[src/bdpi_pkg.sv]
// Package for the banked deque unit: sizes, result codes and the
// controller/datapath handshake structs. No dependencies.
`timescale 1ns / 1ps
`default_nettype none

package bdpi_pkg;

    localparam int NUM_QUEUES  = 32;
    localparam int QUEUE_DEPTH = 8;
    localparam int TAG_BITS    = 16;

    // fixed field widths of the request and result items
    localparam int OP_W        = 1;
    localparam int QINDEX_W    = 5;
    localparam int ENTRY_TAG_W = 16;
    localparam int CODE_W      = 2;
    localparam int NEW_COUNT_W = 4;

    // internal widths
    localparam int SLOT_COUNT = NUM_QUEUES * QUEUE_DEPTH;
    localparam int QI_W       = (NUM_QUEUES > 1) ? $clog2(NUM_QUEUES) : 1;
    localparam int HD_W       = (QUEUE_DEPTH > 1) ? $clog2(QUEUE_DEPTH) : 1;
    localparam int CNT_W      = $clog2(QUEUE_DEPTH + 1);
    localparam int SUM_W      = CNT_W + 1;
    localparam int ADDR_W     = (SLOT_COUNT > 1) ? $clog2(SLOT_COUNT) : 1;
    localparam int WORD_W     = TAG_BITS + 1;

    localparam logic [OP_W-1:0] OP_ADD  = 1'b0;
    localparam logic [OP_W-1:0] OP_TAKE = 1'b1;

    typedef enum logic [CODE_W-1:0] {
        RC_ADDED = 2'd0,
        RC_FULL  = 2'd1,
        RC_TAKEN = 2'd2,
        RC_EMPTY = 2'd3
    } bdpi_code_t;

    typedef struct packed {
        logic capture;
        logic commit;
        logic load_direct;
        logic load_read;
    } bdpi_cmd_t;

    typedef struct packed {
        logic needs_read;
    } bdpi_sts_t;

endpackage

`default_nettype wire

[src/bdpi_ctrl.sv]
// Controller state machine: sequences capture, update, entry read and
// result load. Depends on bdpi_pkg.
`timescale 1ns / 1ps
`default_nettype none

module bdpi_ctrl
    import bdpi_pkg::*;
(
    input  wire logic      clk,
    input  wire logic      rst_n,
    input  wire logic      req_valid,
    output logic           req_ready,
    output logic           rsp_valid,
    input  wire logic      rsp_ready,
    input  wire bdpi_sts_t sts,
    output bdpi_cmd_t      cmd
);

    typedef enum logic [1:0] {
        ST_IDLE,
        ST_EXEC,
        ST_READ
    } state_t;

    state_t state_reg, state_next;
    logic   rsp_valid_reg, rsp_valid_next;
    logic   out_free;

    assign out_free  = !rsp_valid_reg || rsp_ready;
    assign req_ready = (state_reg == ST_IDLE);
    assign rsp_valid = rsp_valid_reg;

    always_comb
    begin
        state_next = state_reg;
        cmd        = '0;
        unique case (state_reg)
            ST_IDLE:
            begin
                if (req_valid)
                begin
                    cmd.capture = 1'b1;
                    state_next  = ST_EXEC;
                end
            end
            ST_EXEC:
            begin
                if (sts.needs_read)
                begin
                    cmd.commit = 1'b1;
                    state_next = ST_READ;
                end
                else if (out_free)
                begin
                    cmd.commit      = 1'b1;
                    cmd.load_direct = 1'b1;
                    state_next      = ST_IDLE;
                end
            end
            ST_READ:
            begin
                if (out_free)
                begin
                    cmd.load_read = 1'b1;
                    state_next    = ST_IDLE;
                end
            end
            default:
            begin
                state_next = ST_IDLE;
            end
        endcase
    end

    always_comb
    begin
        rsp_valid_next = rsp_valid_reg;
        priority if (cmd.load_direct || cmd.load_read)
            rsp_valid_next = 1'b1;
        else if (rsp_ready)
            rsp_valid_next = 1'b0;
    end

    always_ff @(posedge clk or negedge rst_n)
    begin
        if (!rst_n)
        begin
            state_reg     <= ST_IDLE;
            rsp_valid_reg <= 1'b0;
        end
        else
        begin
            state_reg     <= state_next;
            rsp_valid_reg <= rsp_valid_next;
        end
    end

endmodule

`default_nettype wire

[config.mk]
export PLATFORM = sky130hd
export DESIGN_NAME = bdpi_ctrl
export DESIGN_NICKNAME = d
export VERILOG_FILES = /design/src/bdpi_pkg.sv /design/src/bdpi_ctrl.sv
export SDC_FILE = /design/constraint.sdc
export NUM_CORES = 1
export LEC_CHECK = 0
export BUFFER_PORTS_ARGS = -buffer_cell sky130_fd_sc_hd__buf_2
export CAP_MARGIN = 10
export CORE_AREA = 3 3 40 42
export CTS_CLUSTER_DIAMETER = 60
export DETAILED_ROUTE_END_ITERATION = 7
export DIE_AREA = 0 0 43 45
export PLACE_DENSITY = 0.38
export SLEW_MARGIN = 5
export SYNTH_ARGS = -nofsm -noshare
export SYNTH_HDL_FRONTEND = slang
export SYNTH_SLANG_ARGS = --single-unit
[constraint.sdc]
create_clock -name clk -period 1.3 [get_ports clk]
set_input_delay 0.26 -clock clk [delete_from_list [all_inputs] [get_ports clk]]
set_output_delay 0.26 -clock clk [all_outputs]
set_load 0.03 [all_outputs]
# Yosys cells after proc, flatten, opt, wreduce, memory -nomap -nowiden
# Index checks and enable logic that the tools add are counted.
[word_totals]
reg_bits = 3
output_inout_bits = 6
wordCells = 24
[op_classes]
n_reduce_logical = 5
n_eq_ne = 3
n_mux = 14
[ops]
columns = ["cell", "n"]
rows = [
  ["$mux W2", 5],
  ["$mux W1", 8],
  ["$pmux W2 S3", 1],
  ["$eq A2 B1 Y1 const B", 1],
  ["$eq A2 B2 Y1 const B", 1],
  ["$logic_not A2 Y1", 1],
  ["$logic_or A1 B1 Y1", 2],
  ["$ne A2 B2 Y1 const B", 1],
  ["$reduce_bool A2 Y1", 1],
  ["$logic_not A1 Y1", 1],
]

# Depth between registers and ports, before layout
[depth]
ltp_word = 7
mapped_depth = 2

# Worst setup path before layout
# No wires, ideal clock.
[synth_path]
path_kind = "register to output"
startpoint = "register rsp_valid_reg, in the netlist rsp_valid"
endpoint = "output port cmd[1] (netlist bit)"
required_time_ps = 1040
arrival_time_ps = 1376
stages_incl_launch_ff = 3
setup_slack_ps = -336
path_cell_list = "dfrtp_1 > nor2b_1 > nor3_1"
[synth_rtl]
columns = ["element", "line_no", "rtl"]
rows = [
  ["start, declared", "bdpi_ctrl.sv:26", "logic rsp_valid_reg, rsp_valid_next;"],
  ["start signal, assigned", "bdpi_ctrl.sv:94", "rsp_valid_reg <= rsp_valid_next;"],
  ["end, declared", "bdpi_ctrl.sv:16", "output bdpi_cmd_t cmd"],
]

==> out/summary.md <==
In the synthesized netlist the dominant register cell turns out to be dfrtp_1. The logs give 5 for the pin count of the biggest net entering global routing and 2 for the first-pass detailed-route iteration total. For the overall overflow remaining after global route, the log shows 0. The die height came out at 45 µm. The tool flagged a number of max-cap violations equal to 0.

The tools report the count of final hold-check violations as 0. The depth of the worst hold-timing path was 3. The count of buffers inserted at the top-level ports came out at 10. For this run, the total global-route usage over all layers was measured as 6.84%. The worst endpoint data arrival time is 1090 ps, and the setup skew after layout is 3.06 ps. Highest net fanout along the worst path: 4.

The run finished, with violations left. The mean instance size in the synthesized netlist is 10.4 µm². During synthesis, Yosys emitted a total of 0 warnings.

The run gives 296 ps as the final-layout worst hold slack. Number of global-route vias before repair: 228. The largest total area in the synthesized netlist belongs to dfrtp_1. Number of enable-type register cells in the synthesized netlist: 0. After layout, the minimum clock period comes to 1350 ps. In this run the critical register-to-register path is launched from state_reg[1]. Among all stages on the critical path, the largest delay is contributed by dfrtp_2.

The initial antenna violation count is 0. The count of final setup violators was 4; the register clock-pin slew on the reported worst setup and hold paths was 40 ps. The tools report the hold path startpoint as req_valid. The transition time of the tightest slew-check pin is 178 ps, and the final antenna diode count is 0. The endpoint of the most critical register-to-register path is rsp_valid.

Measured against its own limit, the worst slew margin works out to 88.1%. The net count after synthesis is 23. The checks that failed: negative setup slack. Yosys mapped the design onto 14 distinct sky130hd cell types. The buffer depth of the longest clock path is 2, and the final antenna-violating net count is 0. TritonCTS created 3 clock buffers. The initial cell density of the core was 14.5%. The mean routed wirelength per cell is 9.74 µm. The initial DRC count is 1.

The global-route wire length before repair was 917 µm. The final critical path takes up 104% of the cycle. STA classifies the critical path startpoint as a flip-flop. Dividing total power by cell area gives a power density of 1530 mW/mm². Ranked by instance count, the synthesized netlist is headed by dfrtp_1 (3), a21oi_1 (2), nor2_1 (2). The tools report the capturing element type of the critical path as a primary output. Clock sink count: 3.

The run gives -53.6 ps as the minimum setup slack in the final design. Summed over its instances, the top area cell type makes up 40.3% of the synthesized netlist area. For the worst flop-to-flop path, the logic depth is 4.

The sum of internal, switching and leakage power is 0.615 mW. Clock tree synthesis selected as its root buffer the cell clkbuf_4. For the number of levels the H-tree was split into, the log shows 1. The core region is 0.00128 mm².

The logs give 1040 ps for the endpoint required time on the critical path and 0.542 mV for the maximum resistive drop on vdd. Type of the worst setup path: reg -> out. The tools report the floorplan die area as 0.00194 mm². The clock reaches the later pin of the worst-skew pair after 230 ps. Counting every instance in the synthesized netlist gives 18. For flop-to-flop paths, the worst setup slack is 320 ps. The type of the most critical hold path was in -> reg. For the global placer's final weighted congestion, the log shows 0.664.

TritonCTS built the clock tree. In this design, the stage delay of the slowest critical-path cell is 430 ps. Traced cell by cell, the critical path runs through nand2b_4 > nor3_4 > buf_6.

The logs give 13 for the row count and 739 MHz for the highest clock rate. In the post-synthesis netlist, the biggest area contributors are dfrtp_1 (40%), nand2b_4 (7.4%), o211ai_2 (6.7%). Measured along the x axis, the die boundary spans 43 µm. The run gives 44 as the final net count. The signed area change from the synthesized netlist to the final layout was 115%; the register bit count reported by yosys was 3. Of the cells placed in the final design, the portion with a size suffix greater than 1 is 78.9%. Max-slew violation count: 0. The register with the most flip-flops in the layout has 2 of them. The routed layout has 205 vias.

The pre-CTS worst setup slack is 60.4 ps, and the area of the mapped netlist is 186 µm². The tools report the portion of the post-synthesis area used by sequential elements as 40.3%. dfrtp_1 is the most common cell in the netlist. For this design the static power due to leakage is 0.182 nW.

Summed over all layers, the routed wires come to 516 µm. Setup repair after global routing could not meet its margin everywhere. The average vias per placed instance is 3.87, and the number of design rule violations left after detail routing is 0. 11 I/O pins were placed. For hold timing, the worst endpoint is state_reg[0].

The share of flip-flops with an asynchronous set or reset after synthesis is 100%.
[where the power goes]
part / internal, mW / switching (mW)
logic: 0.154 / 0.162
clock network: 0.115 / 0.0464
registers: 0.115 / 0.0229
total: 0.384 / 0.231
[stage by stage]
step / util, % / TNS, ps / std cells / area [µm²]
finish: 31.3 / -106 / 53 / 402
floorplan: - / -188 / 18 / 204
detailed placement: 21.2 / 0 / 43 / 273
global route: 31.3 / -327 / 53 / 402
CTS: 29.9 / -168 / 52 / 384
global placement: 21.2 / 0 / 43 / 273
[worst max-delay path by stage]
stage / from / endpoint / slack [ps] / depth (start not counted)
after floorplan: rsp_valid / cmd[1] / -100 / 2
after global placement: state_reg[0] / cmd[0] / 90 / 3
after detailed placement: state_reg[0] / cmd[0] / 60 / 3
after CTS: state_reg[1] / cmd[1] / -80 / 3
after global routing: state_reg[1] / cmd[1] / -110 / 3
final: state_reg[1] / cmd[1] / -50 / 3
[cell families after synthesis]
logic type / Yosys count / share of synthesized area (%)
AO/OA/AOI/OAI: 4 / 18.8
buffers and inverters: 1 / 2.01
flip-flops: 3 / 40.3
AND/OR/NAND/NOR: 10 / 38.9
[metal layers]
metal	part of all wire (%)	track usage, %	up-vias
li1	-	-	101
met1	39	7.04	93
met2	50	10.2	9
met3	7.6	2.79	2
met4	3.7	7.23	0
met5	0	0	-
[cells in the final DEF, fill, tap and decap left out, types with 2 or more instances in the layout]
master	netlist	routed
nor2_4	0	2
buf_4	0	5
nand2b_4	1	2
clkbuf_4	0	3
buf_2	0	6
buf_6	0	4
dfrtp_2	0	2
[worst max-delay path: cells and delay by family (launching register included)]
| kind | cells | cell delay (ps) |
|---|---|---|
| flops | 1 | 430 |
| simple gates | 2 | 290 |
| buf+inv | 1 | 150 |
[cell type report]
type                    instances  area [µm²]
well taps                      15        18.8
multi-input cells              14         153
clock buffers                   4        26.3
inverters                       1        3.75
fillers                       137         883
repair buffers                 16         123
flip-flops and latches          3        77.6
[what timing repair did]
action	4_1_cts	5_1_grt
setup endpoints to repair	4	4
endpoints found under the hold margin	3	0
pin swaps	2	1
buffers inserted	4	1
hold buffers	1	0
resized for setup	15	2
Power figures use the tool's default switching activity.
